--- config.mk ---
export PLATFORM = sky130hd
export DESIGN_NAME = greedy_word_wrap_line_breaker_core
export DESIGN_NICKNAME = d
export VERILOG_FILES = /design/src/gww_pkg.sv /design/src/greedy_word_wrap_line_breaker_core.sv /design/src/gww_front.sv /design/src/gww_back.sv
export VERILOG_INCLUDE_DIRS = /design/src /design/src/src
export SDC_FILE = /design/constraint.sdc
export NUM_CORES = 1
export LEC_CHECK = 0
export CAP_MARGIN = 20
export CORE_UTILIZATION = 35
export DETAILED_ROUTE_END_ITERATION = 8
export DONT_BUFFER_PORTS = 1
export HOLD_SLACK_MARGIN = 0.12
export PLACE_DENSITY_LB_ADDON = 0.05
export SYNTH_ARGS = -nofsm -noshare
export SYNTH_HDL_FRONTEND = slang
export SYNTH_HIERARCHICAL = 1
export SYNTH_SLANG_ARGS = --single-unit
--- constraint.sdc ---
create_clock -name clk -period 20.1 [get_ports clk]
set_clock_uncertainty 0.2 [all_clocks]
set_input_delay 4.02 -clock clk [delete_from_list [all_inputs] [get_ports clk]]
set_output_delay 4.02 -clock clk [all_outputs]
set_load 0.02 [all_outputs]
--- src/assert_macros.svh ---
// Assertion macros used by the line breaker top level.
// No dependencies; empty bodies when SYNTHESIS is defined.
`ifndef ASSERT_MACROS_SVH
`define ASSERT_MACROS_SVH

`ifndef SYNTHESIS

// Check a property on every rising edge outside reset.
`define GWW_ASSERT_PROP(label, ck, rn, prop, msg) \
    label: assert property (@(posedge ck) disable iff (!rn) prop) else $error(msg);

// Check that a condition never holds outside reset.
`define GWW_ASSERT_NEVER(label, ck, rn, expr, msg) \
    label: assert property (@(posedge ck) disable iff (!rn) !(expr)) else $error(msg);

`else

`define GWW_ASSERT_PROP(label, ck, rn, prop, msg)
`define GWW_ASSERT_NEVER(label, ck, rn, expr, msg)

`endif

`endif

--- src/gww_pkg.sv ---
// Shared types, constants and the break-glyph classifier of the line breaker.
// No dependencies; used by gww_front, gww_back and the top level.
package gww_pkg;

    localparam int MAX_TEXT_GLYPHS = 4096;
    localparam int POS_CAPACITY    = (MAX_TEXT_GLYPHS < 4096) ? MAX_TEXT_GLYPHS : 4096;

    localparam int POS_W   = 12;
    localparam int NPOS_W  = 13;
    localparam int CODE_W  = 8;
    localparam int GLYPH_W = 8;
    localparam int LINE_W  = 12;

    localparam logic [LINE_W-1:0] LINE_WIDTH_RST = 12'd320;

    localparam int IQ_DEPTH = 4;
    localparam int IQ_PTR_W = $clog2(IQ_DEPTH);
    localparam int IQ_CNT_W = $clog2(IQ_DEPTH + 1);

    localparam int OQ_DEPTH = 4;
    localparam int OQ_PTR_W = $clog2(OQ_DEPTH);
    localparam int OQ_CNT_W = $clog2(OQ_DEPTH + 1);

    typedef struct packed {
        logic               eot;
        logic               brk;
        logic [GLYPH_W-1:0] width;
    } item_t;

    typedef struct packed {
        logic  valid;
        item_t item;
    } item_req_t;

    typedef struct packed {
        logic [POS_W-1:0] first;
        logic [POS_W-1:0] last;
        logic             line_valid;
        logic             text_done;
        logic             text_stopped;
        logic             text_too_long;
        logic             last_of_run;
    } result_t;

    // Codes 0-47, 58-63, 91-96 and 123-126 break; all others, @ and 127 too, do not.
    function automatic logic is_break(input logic [CODE_W-1:0] code);
        logic brk;
        brk = 1'b0;
        if (code <= 8'd47)
            brk = 1'b1;
        else if (code >= 8'd58 && code <= 8'd63)
            brk = 1'b1;
        else if (code >= 8'd91 && code <= 8'd96)
            brk = 1'b1;
        else if (code >= 8'd123 && code <= 8'd126)
            brk = 1'b1;
        return brk;
    endfunction

endpackage

--- src/greedy_word_wrap_line_breaker_core.sv ---
// Greedy word-wrap line breaker, top level; joins gww_front and gww_back.
// Depends on gww_pkg and assert_macros.svh.
// The block takes one glyph request per cycle while in_ready is high (code,
// pixel width, or an end marker) and returns the inclusive position range of
// each wrapped line for the width held in the lw_reg register (reset 320,
// written by cfg_wr_en/cfg_wr_data; the user must write it only while idle,
// and the block itself does not enforce this). Requests pass a four-entry
// classify queue, then the wrap unit, which updates its state once per glyph,
// then a four-entry result queue, whose head drives the ports and leaves when
// out_ready is high. Sustained rate is one glyph per cycle while out_ready
// stays high; a request that closes two lines, or an end marker with a
// pending line, yields two results, and results leave one per cycle, so the
// output port sets the limit when such requests cluster.
`include "assert_macros.svh"

module greedy_word_wrap_line_breaker_core
    import gww_pkg::*;
(
    input  logic               clk,
    input  logic               rst_n,
    input  logic               cfg_wr_en,
    input  logic [LINE_W-1:0]  cfg_wr_data,
    input  logic               in_valid,
    output logic               in_ready,
    input  logic [CODE_W-1:0]  glyph_code,
    input  logic [GLYPH_W-1:0] glyph_width,
    input  logic               end_of_text,
    output logic               out_valid,
    input  logic               out_ready,
    output logic [POS_W-1:0]   line_first,
    output logic [POS_W-1:0]   line_last,
    output logic               line_valid,
    output logic               text_done,
    output logic               text_stopped,
    output logic               text_too_long,
    output logic               last_of_run
);

    item_req_t head;
    logic      pop;

    gww_front u_front (
        .clk         (clk),
        .rst_n       (rst_n),
        .in_valid    (in_valid),
        .in_ready    (in_ready),
        .glyph_code  (glyph_code),
        .glyph_width (glyph_width),
        .end_of_text (end_of_text),
        .head        (head),
        .pop         (pop)
    );

    gww_back u_back (
        .clk           (clk),
        .rst_n         (rst_n),
        .cfg_wr_en     (cfg_wr_en),
        .cfg_wr_data   (cfg_wr_data),
        .head          (head),
        .pop           (pop),
        .out_valid     (out_valid),
        .out_ready     (out_ready),
        .line_first    (line_first),
        .line_last     (line_last),
        .line_valid    (line_valid),
        .text_done     (text_done),
        .text_stopped  (text_stopped),
        .text_too_long (text_too_long),
        .last_of_run   (last_of_run)
    );

    `GWW_ASSERT_PROP(a_done_is_last, clk, rst_n, out_valid && text_done |-> last_of_run && !line_valid, "final marker must close its run and carry no line")
    `GWW_ASSERT_NEVER(a_line_order, clk, rst_n, out_valid && line_valid && (line_last < line_first), "line ends before it starts")
    `GWW_ASSERT_PROP(a_pending_run, clk, rst_n, out_valid && out_ready && !last_of_run |=> out_valid, "second result of a run missing")

endmodule

--- src/gww_front.sv ---
// Front end of the line breaker: accepts glyph requests, classifies them
// and queues them for the back end. Depends on gww_pkg.
module gww_front
    import gww_pkg::*;
(
    input  logic               clk,
    input  logic               rst_n,
    input  logic               in_valid,
    output logic               in_ready,
    input  logic [CODE_W-1:0]  glyph_code,
    input  logic [GLYPH_W-1:0] glyph_width,
    input  logic               end_of_text,
    output item_req_t          head,
    input  logic               pop
);

    item_t               q_mem [IQ_DEPTH];
    logic [IQ_PTR_W-1:0] wr_ptr_reg;
    logic [IQ_PTR_W-1:0] wr_ptr_next;
    logic [IQ_PTR_W-1:0] rd_ptr_reg;
    logic [IQ_PTR_W-1:0] rd_ptr_next;
    logic [IQ_CNT_W-1:0] count_reg;
    logic [IQ_CNT_W-1:0] count_next;
    logic                push;
    logic                do_pop;
    item_t               new_item;

    assign in_ready = (count_reg != IQ_CNT_W'(IQ_DEPTH));
    assign push     = in_valid && in_ready;
    assign do_pop   = pop && (count_reg != '0);

    assign new_item.eot   = end_of_text;
    assign new_item.brk   = is_break(glyph_code);
    assign new_item.width = glyph_width;

    assign head.valid = (count_reg != '0);
    assign head.item  = q_mem[rd_ptr_reg];

    always_comb
    begin
        wr_ptr_next = wr_ptr_reg;
        rd_ptr_next = rd_ptr_reg;
        count_next  = count_reg;
        if (push)
        begin
            wr_ptr_next = wr_ptr_reg + IQ_PTR_W'(1);
        end
        if (do_pop)
        begin
            rd_ptr_next = rd_ptr_reg + IQ_PTR_W'(1);
        end
        if (push && !do_pop)
        begin
            count_next = count_reg + IQ_CNT_W'(1);
        end
        else if (!push && do_pop)
        begin
            count_next = count_reg - IQ_CNT_W'(1);
        end
    end

    always_ff @(posedge clk or negedge rst_n)
    begin
        if (!rst_n)
        begin
            wr_ptr_reg <= '0;
            rd_ptr_reg <= '0;
            count_reg  <= '0;
        end
        else
        begin
            wr_ptr_reg <= wr_ptr_next;
            rd_ptr_reg <= rd_ptr_next;
            count_reg  <= count_next;
        end
    end

    always_ff @(posedge clk)
    begin
        if (push)
        begin
            q_mem[wr_ptr_reg] <= new_item;
        end
    end

endmodule

--- src/gww_back.sv ---
// Back end of the line breaker: runs the greedy wrap state per glyph and
// queues up to two line results per request. Depends on gww_pkg.
module gww_back
    import gww_pkg::*;
(
    input  logic              clk,
    input  logic              rst_n,
    input  logic              cfg_wr_en,
    input  logic [LINE_W-1:0] cfg_wr_data,
    input  item_req_t         head,
    output logic              pop,
    output logic              out_valid,
    input  logic              out_ready,
    output logic [POS_W-1:0]  line_first,
    output logic [POS_W-1:0]  line_last,
    output logic              line_valid,
    output logic              text_done,
    output logic              text_stopped,
    output logic              text_too_long,
    output logic              last_of_run
);

    logic [LINE_W-1:0]   lw_reg;
    logic [NPOS_W-1:0]   np_reg,   np_next;
    logic [POS_W-1:0]    ls_reg,   ls_next;
    logic [LINE_W-1:0]   used_reg, used_next;
    logic [POS_W-1:0]    lbp_reg,  lbp_next;
    logic [LINE_W-1:0]   tail_reg, tail_next;
    logic                stop_reg, stop_next;
    logic                ovf_reg,  ovf_next;

    result_t             o_mem [OQ_DEPTH];
    logic [OQ_PTR_W-1:0] owr_ptr_reg, owr_ptr_next;
    logic [OQ_PTR_W-1:0] ord_ptr_reg, ord_ptr_next;
    logic [OQ_CNT_W-1:0] ocount_reg,  ocount_next;
    logic [OQ_PTR_W-1:0] owr_ptr_p1;
    logic                out_pop;

    result_t             r0;
    result_t             r1;
    logic [1:0]          n_res;

    logic [POS_W-1:0]    p;
    logic [GLYPH_W-1:0]  g;
    logic                brk;
    logic [NPOS_W-1:0]   sum1;
    logic [NPOS_W-1:0]   sum2;
    logic                fit1;
    logic                fit2;
    logic                fitg;
    logic [POS_W-1:0]    ls2;
    logic [POS_W-1:0]    p_m1;
    logic [NPOS_W-1:0]   np_p1;
    logic [NPOS_W-1:0]   np_m1;
    result_t             head_res;

    function automatic result_t mk_res(input logic [POS_W-1:0] first,
                                       input logic [POS_W-1:0] last,
                                       input logic             lv,
                                       input logic             done,
                                       input logic             stopped,
                                       input logic             ovf);
        result_t r;
        r.first         = first;
        r.last          = last;
        r.line_valid    = lv;
        r.text_done     = done;
        r.text_stopped  = stopped;
        r.text_too_long = ovf;
        r.last_of_run   = 1'b0;
        return r;
    endfunction

    assign pop = head.valid && (ocount_reg <= OQ_CNT_W'(OQ_DEPTH - 2));

    assign p     = np_reg[POS_W-1:0];
    assign g     = head.item.width;
    assign brk   = head.item.brk;
    assign sum1  = {1'b0, used_reg} + NPOS_W'(g);
    assign sum2  = {1'b0, tail_reg} + NPOS_W'(g);
    assign fit1  = (sum1 <= {1'b0, lw_reg});
    assign fit2  = (sum2 <= {1'b0, lw_reg});
    assign fitg  = (LINE_W'(g) <= lw_reg);
    assign ls2   = lbp_reg + POS_W'(1);
    assign p_m1  = p - POS_W'(1);
    assign np_p1 = np_reg + NPOS_W'(1);
    assign np_m1 = np_reg - NPOS_W'(1);

    always_comb
    begin
        np_next   = np_reg;
        ls_next   = ls_reg;
        used_next = used_reg;
        lbp_next  = lbp_reg;
        tail_next = tail_reg;
        stop_next = stop_reg;
        ovf_next  = ovf_reg;
        r0        = '0;
        r1        = '0;
        n_res     = 2'd0;
        if (pop)
        begin
            if (head.item.eot)
            begin
                if (np_reg > {1'b0, ls_reg})
                begin
                    r0    = mk_res(ls_reg, np_m1[POS_W-1:0], 1'b1, 1'b0, stop_reg, ovf_reg);
                    r1    = mk_res('0, '0, 1'b0, 1'b1, stop_reg, ovf_reg);
                    n_res = 2'd2;
                end
                else
                begin
                    r0    = mk_res('0, '0, 1'b0, 1'b1, stop_reg, ovf_reg);
                    n_res = 2'd1;
                end
                np_next   = '0;
                ls_next   = '0;
                used_next = '0;
                lbp_next  = '0;
                tail_next = '0;
                stop_next = 1'b0;
                ovf_next  = 1'b0;
            end
            else if (stop_reg)
            begin
                // drop glyphs until end of text
            end
            else if (np_reg >= NPOS_W'(POS_CAPACITY))
            begin
                ovf_next = 1'b1;
            end
            else if (fit1)
            begin
                used_next = sum1[LINE_W-1:0];
                if (brk && (p != ls_reg))
                begin
                    lbp_next  = p;
                    tail_next = '0;
                end
                else
                begin
                    tail_next = sum2[LINE_W-1:0];
                end
                np_next = np_p1;
            end
            else if (p == ls_reg)
            begin
                stop_next = 1'b1;
            end
            else if (lbp_reg == ls_reg)
            begin
                // no usable break: split before this glyph
                r0        = mk_res(ls_reg, p_m1, 1'b1, 1'b0, stop_reg, ovf_reg);
                n_res     = 2'd1;
                ls_next   = p;
                lbp_next  = p;
                if (fitg)
                begin
                    used_next = LINE_W'(g);
                    tail_next = LINE_W'(g);
                    np_next   = np_p1;
                end
                else
                begin
                    used_next = '0;
                    tail_next = '0;
                    stop_next = 1'b1;
                end
            end
            else
            begin
                // end at the last break and refit the carried word
                r0       = mk_res(ls_reg, lbp_reg, 1'b1, 1'b0, stop_reg, ovf_reg);
                n_res    = 2'd1;
                ls_next  = ls2;
                lbp_next = ls2;
                if (fit2)
                begin
                    used_next = sum2[LINE_W-1:0];
                    if (brk && (p != ls2))
                    begin
                        lbp_next  = p;
                        tail_next = '0;
                    end
                    else
                    begin
                        tail_next = sum2[LINE_W-1:0];
                    end
                    np_next = np_p1;
                end
                else if (p == ls2)
                begin
                    used_next = tail_reg;
                    stop_next = 1'b1;
                end
                else
                begin
                    r1      = mk_res(ls2, p_m1, 1'b1, 1'b0, stop_reg, ovf_reg);
                    n_res   = 2'd2;
                    ls_next  = p;
                    lbp_next = p;
                    if (fitg)
                    begin
                        used_next = LINE_W'(g);
                        tail_next = LINE_W'(g);
                        np_next   = np_p1;
                    end
                    else
                    begin
                        used_next = '0;
                        tail_next = '0;
                        stop_next = 1'b1;
                    end
                end
            end
        end
        if (n_res == 2'd1)
        begin
            r0.last_of_run = 1'b1;
        end
        else if (n_res == 2'd2)
        begin
            r1.last_of_run = 1'b1;
        end
    end

    assign out_valid  = (ocount_reg != '0);
    assign out_pop    = out_valid && out_ready;
    assign owr_ptr_p1 = owr_ptr_reg + OQ_PTR_W'(1);

    always_comb
    begin
        owr_ptr_next = owr_ptr_reg + OQ_PTR_W'(n_res);
        ord_ptr_next = ord_ptr_reg;
        if (out_pop)
        begin
            ord_ptr_next = ord_ptr_reg + OQ_PTR_W'(1);
        end
        ocount_next = ocount_reg + OQ_CNT_W'(n_res) - OQ_CNT_W'(out_pop);
    end

    always_ff @(posedge clk or negedge rst_n)
    begin
        if (!rst_n)
        begin
            lw_reg      <= LINE_WIDTH_RST;
            np_reg      <= '0;
            ls_reg      <= '0;
            used_reg    <= '0;
            lbp_reg     <= '0;
            tail_reg    <= '0;
            stop_reg    <= 1'b0;
            ovf_reg     <= 1'b0;
            owr_ptr_reg <= '0;
            ord_ptr_reg <= '0;
            ocount_reg  <= '0;
        end
        else
        begin
            if (cfg_wr_en)
            begin
                lw_reg <= cfg_wr_data;
            end
            np_reg      <= np_next;
            ls_reg      <= ls_next;
            used_reg    <= used_next;
            lbp_reg     <= lbp_next;
            tail_reg    <= tail_next;
            stop_reg    <= stop_next;
            ovf_reg     <= ovf_next;
            owr_ptr_reg <= owr_ptr_next;
            ord_ptr_reg <= ord_ptr_next;
            ocount_reg  <= ocount_next;
        end
    end

    always_ff @(posedge clk)
    begin
        if (n_res != 2'd0)
        begin
            o_mem[owr_ptr_reg] <= r0;
        end
        if (n_res == 2'd2)
        begin
            o_mem[owr_ptr_p1] <= r1;
        end
    end

    assign head_res      = o_mem[ord_ptr_reg];
    assign line_first    = head_res.first;
    assign line_last     = head_res.last;
    assign line_valid    = head_res.line_valid;
    assign text_done     = head_res.text_done;
    assign text_stopped  = head_res.text_stopped;
    assign text_too_long = head_res.text_too_long;
    assign last_of_run   = head_res.last_of_run;

endmodule

### Yosys cells after proc, flatten, opt, wreduce, memory -nomap -nowiden

Memories as Yosys holds them, arrays and structs flattened.
Index checks and enable logic that the tools add are counted.
Widths: inputs -> output; s select.

| word-level totals | value |
|---|---|
| flip-flop bits (word level) | 89 |
| bits in latches | 0 |
| memory bits (writable) | 156 |
| bits in read-only memories | 0 |
| input bits | 34 |
| memories | 2 |

| operators by class | value |
|---|---|
| $add $sub $neg | 15 |
| $mul | 0 |
| divide/modulo/power cells | 0 |
| $lt $le $gt $ge | 13 |
| equality and inequality tests | 15 |
| shifts and indexed selects | 0 |
| muxes and demuxes | 99 |
| bitwise operators | 0 |
| reductions and logical operators | 23 |

Memory list:

| memory | words | width | rd ports | clocked after Yosys merged registers in | wr ports | RTL line | source |
|---|---|---|---|---|---|---|---|
| u_back.o_mem | 4 | 29 | 1 | 0 | 2 | gww_back.sv:32 | `result_t o_mem [OQ_DEPTH];` |
| u_front.q_mem | 4 | 10 | 1 | 0 | 1 | gww_front.sv:17 | `item_t q_mem [IQ_DEPTH];` |

Operators with widths:

| cell | number |
|---|---|
| $mux 29 | 16 |
| $mux 12 | 34 |
| $mux 13 | 9 |
| $eq 12x12->1 | 3 |
| $add 12x8->13 | 2 |
| $le 13x12->1 | 2 |
| $mux 1 | 25 |
| $ne 12x12->1 | 2 |
| $sub 12x1->12 const B | 2 |
| $mux 2 | 10 |
| $mux 17 | 1 |
| $ge 8x7->1 const B | 2 |
| $le 8x6->1 const B | 2 |
| $le 8x7->1 const B | 2 |
| $reduce_and 5->1 | 3 |
| $add 13x1->13 const B | 1 |
| $ge 13x13->1 const B | 1 |
| $gt 13x12->1 | 1 |
| $add 12x1->12 const B | 1 |
| $le 8x12->1 | 1 |
| $logic_and 1x1->1 | 11 |
| $add 2x1->2 const B | 4 |
| $ge 8x6->1 const B | 1 |
| $mux 8 | 1 |
| 19 further kinds | 28 |

### Logic depth before layout (Yosys ltp)

Gate-level depths: netlist (run 1).

| depth | value |
|---|---|
| depth after elaboration | 14 |
| depth in mapped cells | 26 |
| mapped depth without buffers | 23 |

### Cells and area by module

The synthesis (run 1) kept the hierarchy.

By module, submodules not included:

| module | times used | cells an instance | area each (sq um) |
|---|---|---|---|
| gww_back | 1 | 1258 | 12868.6 |
| gww_front | 1 | 96 | 1904.3 |

### Least setup slack after synthesis (run 1)

OpenSTA, ideal clock, no wires.

| path | value |
|---|---|
| kind | register -> register |
| from | reg u_front.rd_ptr_reg[0] |
| to | mem u_back/o_mem[0][0] in the netlist's numbering, enable pin |
| library setup time | 0.455 ns |
| arrival time | 6.783 ns |
| data required time | 19.445 ns |
| slack | 12.661 ns |
| stages on the path, launching flop included | 22 |
| period minus slack after synthesis | 7.439 ns |
| cells stage by stage | dfrtp_1 > buf_4 > mux4_2 > ha_1 > fa_1 > a211oi_1 > o21ai_1 > nand2_1 > nand2_1 > a21oi_1 > nor2_1 > xor2_1 > ha_1 > nand3_1 > nor3_1 > a221oi_1 > o21ai_1 > clkbuf_1 > clkbuf_1 > a21oi_1 > clkbuf_1 > o21ai_0 |

RTL lines:

| what | RTL line | source |
|---|---|---|
| start, declared | gww_front.sv:20 | `logic [IQ_PTR_W-1:0] rd_ptr_reg;` |
| start signal, assigned | gww_front.sv:73 | `rd_ptr_reg <= rd_ptr_next;` |
| end, declared | gww_back.sv:32 |  |

==> flow_summary.toml, run 1 <==
[timing]
fin_crit_ns = 7.283
max-slew-margin-rel_pct = 32.68
setup_viol = 0
layout_setup_ws_ns = 12.82
drv_slew = 0
max_freq_mhz = 137.3
rsz0062_at_grt = "no"
tightest_slew_ns = 1.010
whs_ns = 0.2828
final-hold-violation-count = 0
tns_ns = 0
fin_crit_sh_pct = 36.23

[critical_path]
worstPathMaxFanout = 25
required_ns = 20.19
cp-startpoint = "u_front/rd_ptr_reg[0]"
criticalPathCategory = "flop to flop"
end_kind = "flop"
startpoint_type = "flop"
critPathArrivalTime_ns = 7.37
r2r_start = "u_front/rd_ptr_reg[0]"

[floorplan]
io_pins = 65
fp.dieH_um = 207.4
die_area_um2 = 43030
rows = 74
initial_core_util_pct = 35.85
die_w_um = 207.4
design.core.area_um2 = 41200

[synth]
synth_seq_cells = 245
synth_top_family_by_area = "compound AO/OA/AOI/OAI gates"
synthXorXnorAreaFrac_pct = 5.022
synth-async-reset-ratio_pct = 36.33
synthAdderAreaFrac_pct = 6.640
synthTopCellsByArea = "edfxtp_1, dfrtp_1, ha_1, mux4_2, o22ai_1"
synth_enable_flop_cells = 156
syn-cell-area_um2 = 14770
synth-simple-area-share_pct = 11.89
synth-compound-area-share_pct = 18.45
synth_cells = 1354
synth.avg_cell_area_um2 = 10.91
ys_warn_count = 6
synth_fp_nets = 1464
synth_top_area_share_pct = 31.71
synth_cell_types = 97
yosysSeqAreaShare_pct = 46.80
synth_flop_cell = "edfxtp_1"
yosysTopAreaCell = "edfxtp_1"
synth_mux_area_share_pct = 6.869

[route]
vias_per_cell = 5.905
drt_iter0_drc = 871
drt-total-wl_um = 48390
dr.pass1.iters = 5
vias = 11100
wire_per_inst_um = 25.75
drcViolationCount = 0
antenna_left = 0

[cts]
ctsResizeCount = 0
cts_setup_buffers = 0
clk_pin_slew_worst_paths_ns = 0.06
insertion_delay_ns = 0.60
cts_tree = "yes"
numCtsBuffers = 30
htree_levels = 1
cts_root_buf = "clkbuf_16"
hold_buffers = 0
clockBufferDepth = 3
cts_sinks = 245

[layout]
regArea_um2 = 6915
fin_nets = 1432
fillers = 3994
syn2layout_area_growth_pct = 10.15
fin_area_um2 = 16270
multi_input_area_um2 = 7271
final_layout_size_suffix_gt1_share_pct = 11.81
largest_reg_flops = 116

[global_routing]
gr-total-overflow = 0
grt_max_degree = 90
antenna_found_initial = 1
grt_pass1_vias = 11270
grtUsageTotal_pct = 22.61
grt_pass1_wl_um = 73530

[hold_path]
min_from = "u_back/ord_ptr_reg[1]"
hp-class = "flop to flop"

[outcome]
outcome = "completed"

[place]
pre_cts_ws_ns = 12.87
dpl_cell_area_um2 = 15260
dp_hpwl_um = 33360
gp_congestion = 0.8409
portBuffers = 0

[run]
maxCapViolCount = 0
stage by stage:
stage | std cells | utilization [%]
detailed placement | 1822 | 37.03
floorplan | 1354 | -
finish | 1879 | 39.49
global route | 1878 | 39.49
global placement | 1822 | 37.03
CTS | 1878 | 39.49
worst max-delay path, cell delays in order (launching register included):
cell,delay (ns)
dfrtp_1,0.80
mux4_2,0.65
ha_1,0.26
fa_1,0.43
a211oi_1,0.29
o21ai_1,0.18
nand2_1,0.10
nand2_1,0.06
a21oi_1,0.35
nor2_1,0.11
xor2_1,0.20
ha_1,0.27
a21o_1,0.16
a21o_1,0.16
a221oi_1,0.34
o21ai_2,0.10
buf_4,0.23
a211oi_2,0.73
nand3_4,0.33
a21oi_4,0.81
o22ai_1,0.21
Yosys cell counts (5+ instances only):
library cell / number
nor2b_1: 13
ha_1: 72
a2111oi_0: 6
nor4_1: 9
buf_2: 22
o21a_1: 10
nand4_1: 12
o221ai_1: 8
nand2_1: 115
xnor2_1: 33
xor2_1: 37
o21ai_1: 14
or3_1: 7
o311ai_0: 7
o21ai_0: 65
buf_4: 7
and3_1: 26
mux2_2: 5
nor3_1: 25
o211ai_1: 21
a21oi_1: 74
nand2b_1: 7
a2bb2oi_1: 9
o22ai_1: 99
a211oi_1: 7
edfxtp_1: 156
inv_1: 60
a32oi_1: 5
nor2_1: 70
mux4_2: 39
clkbuf_1: 49
o31ai_1: 10
mux2i_1: 8
buf_1: 6
dfrtp_1: 87
nand3_1: 25
and2_1: 14
a31oi_1: 5
a21o_1: 14
kinds of logic after synthesis:
logic type,after synthesis
AOI/OAI and AO/OA,407
and+or+nand+nor,350
DFF,245
buffers and inverters,148
xor gates and xnor gates,76
adders and majority gates,76
muxes,52
metal layers:
| layer | GRT usage, % | wire length [um] | vias up |
|---|---|---|---|
| met5 | 0 | 13 | - |
| met4 | 8.389 | 1619 | 2 |
| met3 | 3.404 | 2203 | 83 |
| met2 | 38.04 | 23420 | 316 |
| met1 | 29.40 | 21130 | 5570 |
| li1 | - | - | 5124 |
path summary, 6_finish.rpt:
check	end	slack, ns	cells after the start
max in group asynchronous	u_back/ord_ptr_reg[0]	16.52	0
max	u_back/o_mem[1][21]	12.82	20
min	u_back/ord_ptr_reg[1]	0.28	1
max reg2reg	u_back/o_mem[1][21]	12.82	20
min reg2reg	u_back/ord_ptr_reg[1]	0.28	1
min in group asynchronous	u_back/lw_reg[0]	2.92	0
final cells by class:
class,instances,share of cell area [%]
antenna,1,0.01538
clock buffer,41,5.175
clock inverter,15,1.046
inverter,60,1.384
multi-input combinational,961,44.68
sequential,245,42.50
tap,532,4.091
timing repair buffer,24,1.107
layout by cell type, fill, tap and decap left out, types with 9 or more instances in the layout:
| cell | n |
|---|---|
| a21o_1 | 14 |
| a21oi_1 | 73 |
| a2bb2oi_1 | 9 |
| and2_1 | 14 |
| and3_1 | 26 |
| buf_4 | 24 |
| clkbuf_16 | 30 |
| dfrtp_1 | 86 |
| edfxtp_1 | 156 |
| ha_1 | 72 |
| inv_1 | 60 |
| mux4_2 | 39 |
| nand2_1 | 115 |
| nand3_1 | 25 |
| nand4_1 | 12 |
| nor2_1 | 68 |
| nor2b_1 | 13 |
| nor3_1 | 24 |
| nor4_1 | 9 |
| o211ai_1 | 21 |
| o21a_1 | 10 |
| o21ai_0 | 63 |
| o21ai_1 | 12 |
| o22ai_1 | 99 |
| o31ai_1 | 10 |
| xnor2_1 | 33 |
| xor2_1 | 37 |
Power of run 1 is left out: the tool's default activity adds up to more than one toggle a clock period on the data nets, which glitch-free logic cannot reach.
==> run 2: changes to the inputs <==
==> constraint.sdc (replaced) <==
create_clock -name clk -period 7.42 [get_ports clk]
set_clock_uncertainty 0.2 [all_clocks]
set_input_delay 1.484 -clock clk [delete_from_list [all_inputs] [get_ports clk]]
set_output_delay 1.484 -clock clk [all_outputs]
set_load 0.02 [all_outputs]
==> flow_summary.toml, run 2 (synthesized netlist as in run 1, its figures left out) <==
[layout]
syn2layout_area_growth_pct = 10.60
largest_reg_flops = 116
final_cell_mix = "edfxtp_1, nand2_1, o22ai_1, dfrtp_1"
final_util_pct = 39.66
n_antenna_cell = 0
final_common_cell = "edfxtp_1"
fin_area_um2 = 16340
final_layout_size_suffix_gt1_share_pct = 11.92
regArea_um2 = 6915
multi_input_area_um2 = 7243
fin_nets = 1440
fillers = 3985

[timing]
rsz0062_at_grt = "no"
setup_viol = 0
max_freq_mhz = 158.0
tightest_slew_ns = 1.025
final-hold-violation-count = 0
fin_crit_ns = 6.330
drv_slew = 0
fin_crit_sh_pct = 85.31
max-slew-margin-rel_pct = 31.07
tns_ns = 0

[critical_path]
required_ns = 7.67
startpoint_type = "flop"
slowest_stage = "mux4_2"
end_kind = "flop"
worstPathMaxFanout = 13
critPathArrivalTime_ns = 6.58
cpMostUsedCell = "ha_1"
cp-startpoint = "u_front/rd_ptr_reg[0]"
cpPeakStageDelay_ns = 0.61
worst-path-buf-inv = 3
path_cells = "buf_4 -> mux4_2 -> ha_1 -> a21oi_1 -> o211ai_1 -> a21oi_1 -> o21ai_0 -> xnor2_1 -> ha_1 -> a21oi_1 -> nand2_1 -> a2111oi_0 -> o22ai_1 -> buf_4 -> o31ai_2 -> o21ai_0 -> o21a_1 -> ha_1 -> inv_1 -> ha_1 -> fa_1 -> xnor2_1"
r2r_start = "u_front/rd_ptr_reg[0]"
critPathTopFamily = "compound AO/OA/AOI/OAI gates"
criticalPathCategory = "flop to flop"

[floorplan]
die_area_um2 = 43030
die_w_um = 207.4
design.core.area_um2 = 41200
fp.dieH_um = 207.4
initial_core_util_pct = 35.85
io_pins = 65
rows = 74

[route]
antenna_left = 0
drcViolationCount = 0
vias = 10880
dr.pass1.iters = 5
drt_iter0_drc = 641
wire_per_inst_um = 24.17
vias_per_cell = 5.776
drt-total-wl_um = 45510

[global_routing]
gr-total-overflow = 0
grt_pass1_wl_um = 70550
grt_max_degree = 90
antenna_found_initial = 1
grt_pass1_vias = 11240
grtUsageTotal_pct = 21.22

[hold_path]
hp-class = "flop to flop"
min_from = "u_back/ord_ptr_reg[1]"

[cts]
cts_tree = "yes"
ctsResizeCount = 0
clk_pin_slew_worst_paths_ns = 0.06
hold_buffers = 0
clockBufferDepth = 3
htree_levels = 1
numCtsBuffers = 31
cts_sinks = 245
insertion_delay_ns = 0.58
cts_setup_buffers = 0
cts_root_buf = "clkbuf_16"

[run]
maxCapViolCount = 0

[place]
dpl_cell_area_um2 = 15300
gp_congestion = 0.8968
dp_hpwl_um = 31590
portBuffers = 0

[outcome]
outcome = "completed"
run 2: changes by cell type in the layout (fill, tap and decap cells not counted), moves of 3 or more:
cell,previous run,this run
bufinv_16,3,6
clkinv_1,4,9
a21oi_2,2,6
buf_4,24,29
clkbuf_8,5,1
clkinv_2,7,2
a21oi_4,3,0
clkbuf_1,6,3
run 2: path summary, 6_finish.rpt:
check,to,slack [ns],cells after the start
max,u_back/ocount_reg[2],1.09,22
min,u_back/ord_ptr_reg[1],0.30,1
max reg2reg,u_back/ocount_reg[2],1.09,22
min reg2reg,u_back/ord_ptr_reg[1],0.30,1
max in group asynchronous,u_back/lw_reg[8],6.40,0
min in group asynchronous,u_back/lw_reg[0],0.41,0
run 2: stage by stage:
step / setup slack (ns) / hold WS (ns) / cells
3_5_place_dp: 1.073 / 0.3072 / 1829
5_1_grt: 0.5576 / 0.3451 / 1883
3_3_place_gp: 0.9382 / 0.2621 / 1828
2_1_floorplan: 0.7372 / 0.2608 / 1354
4_1_cts: 1.079 / 0.3198 / 1883
6_report: 1.090 / 0.3044 / 1883
run 2: area by class of cell:
| type | instances | share of cell area [%] |
|---|---|---|
| flip-flops and latches | 245 | 42.32 |
| inverters | 60 | 1.378 |
| clock inverters | 19 | 1.470 |
| well taps | 532 | 4.074 |
| multi-input cells | 961 | 44.33 |
| repair buffers | 31 | 1.524 |
| clock buffers | 35 | 4.901 |
run 2: layer usage:
layer | global-route usage (%) | wire length, um | up-vias
met1 | 27.92 | 19970 | 5410
met5 | 0 | 13 | -
met2 | 36.55 | 22390 | 247
li1 | - | - | 5149
met4 | 5.970 | 1275 | 2
met3 | 2.723 | 1855 | 69
Power of run 2 is left out for the same reason.
==> run 3: changes to the inputs <==
--- a/config.mk
+++ b/config.mk
@@ -7,6 +7,7 @@
 export NUM_CORES = 1
 export LEC_CHECK = 0
 export CAP_MARGIN = 20
+export CORE_ASPECT_RATIO = 1.2
 export CORE_UTILIZATION = 35
 export DETAILED_ROUTE_END_ITERATION = 8
 export DONT_BUFFER_PORTS = 1
==> flow_summary.toml, run 3 (synthesized netlist as in run 1, its figures left out) <==
[timing]
tns_ns = 0
max_freq_mhz = 149.6
drv_slew = 0
max-slew-margin-rel_pct = 41.80
final-hold-violation-count = 0
fin_crit_sh_pct = 90.06
setup_viol = 0
whs_ns = 0.3032
rsz0062_at_grt = "no"
tightest_slew_ns = 0.8658
fin_crit_ns = 6.683
layout_setup_ws_ns = 0.7373

[critical_path]
end_kind = "flop"
slowest_stage = "mux4_2"
r2r_start = "u_front/rd_ptr_reg[0]"
cpPeakStageDelay_ns = 0.64
rrSetupSlack_ns = 0.74
required_ns = 7.49
startpoint_type = "flop"
critPathTopFamily = "simple AND/OR/NAND/NOR gates"
r2r_cells = 20
path_cells = "mux4_2 -> ha_1 -> fa_1 -> a211oi_1 -> o21ai_1 -> nand2_1 -> nand2_1 -> a21oi_1 -> nor2_1 -> xor2_1 -> ha_1 -> nand3_1 -> nor3_1 -> a221oi_1 -> o21ai_2 -> nand4_1 -> nor2_1 -> o31ai_1 -> nor2_2 -> buf_12"
worstPathMaxFanout = 19
timing.rr.end = "u_back/o_mem[1][20]"
criticalPathCategory = "flop to flop"
critPathArrivalTime_ns = 6.75
worst-path-buf-inv = 1

[global_routing]
grtUsageTotal_pct = 22.02
grt_pass1_wl_um = 71500
antenna_found_initial = 0
grt_max_degree = 90
met3_usage_pct = 2.328
gr-usage-met1_pct = 26.52
grt_pass1_vias = 11290
use_met2_pct = 40.81
gr-total-overflow = 0
gr-max-usage-layer = "met2"

[floorplan]
fp.dieH_um = 227.1
die_area_um2 = 43040
io_pins = 65
design.core.area_um2 = 41660
initial_core_util_pct = 35.46
die_w_um = 189.5
rows = 82

[route]
drt-total-wl_um = 47050
drt_iter0_drc = 680
dr.pass1.iters = 5
wire_per_inst_um = 24.72
antenna_left = 0
vias = 11080
drcViolationCount = 0
vias_per_cell = 5.823

[hold_path]
hold-path-endpoint = "u_back/used_reg[3]"
min_path_cells = 2
min_from = "u_back/used_reg[3]"
hp-class = "flop to flop"

[place]
dp.cells = 1849
portBuffers = 0
dp_hpwl_um = 32890
gp_congestion = 0.9003
pre_cts_ws_ns = 0.6281

[layout]
n_antenna_cell = 0
largest_reg_flops = 116
syn2layout_area_growth_pct = 10.54
fin_cells = 1903
final_layout_size_suffix_gt1_share_pct = 12.45
fin_nets = 1444
final_common_cell = "edfxtp_1"
final_cell_mix = "edfxtp_1, nand2_1, o22ai_1, dfrtp_1"

[cts]
numCtsBuffers = 29
cts_tree = "yes"
hold_buffers = 0
clk_pin_slew_worst_paths_ns = 0.06
cts_setup_buffers = 0
cts_sinks = 245
insertion_delay_ns = 0.58
clockBufferDepth = 3
cts_root_buf = "clkbuf_16"
htree_levels = 1
ctsResizeCount = 0

[outcome]
outcome = "completed"

[run]
maxCapViolCount = 0
## run 3: cell type report
class	instances	area (um2)
flip-flops and latches	245	6917
well taps	546	683.2
clock buffers	44	832.0
fillers	4146	25320
inverters	60	225.2
clock inverters	10	102.6
repair buffers	37	327.8
multi-input cells	961	7243
## run 3: worst max path at each step
stage | cells after the start | to | from | slack (ns)
after CTS | 20 | u_back/o_mem[1][23] | u_front/rd_ptr_reg[0] | 0.60
after detailed placement | 20 | u_back/o_mem[1][24] | u_front/rd_ptr_reg[0] | 0.63
after global routing | 20 | u_back/o_mem[1][23] | u_front/rd_ptr_reg[0] | 0.21
final | 20 | u_back/o_mem[1][20] | u_front/rd_ptr_reg[0] | 0.74
after global placement | 20 | u_back/o_mem[1][24] | u_front/rd_ptr_reg[0] | 0.85
after floorplan | 23 | u_back/o_mem[1][0] | u_front/rd_ptr_reg[0] | 0.74
## run 3: tightest hold or removal path: stages, from the launching register on
cell and delay (ns):
dfrtp_1 0.35, a32oi_1 0.06, nand2_1 0.06
## run 3: layer usage
layer	wire, um	up-vias
li1	-	5158
met1	19390	5595
met2	24600	258
met3	1797	70
met4	1262	0
met5	0	-
## run 3: stage by stage
| stage | util (%) | instance area [um2] |
|---|---|---|
| floorplan | - | 14770 |
| global placement | 36.96 | 15400 |
| detailed placement | 36.96 | 15400 |
| CTS | 39.20 | 16330 |
| global route | 39.20 | 16330 |
| finish | 39.20 | 16330 |
Power of run 3 is left out for the same reason.
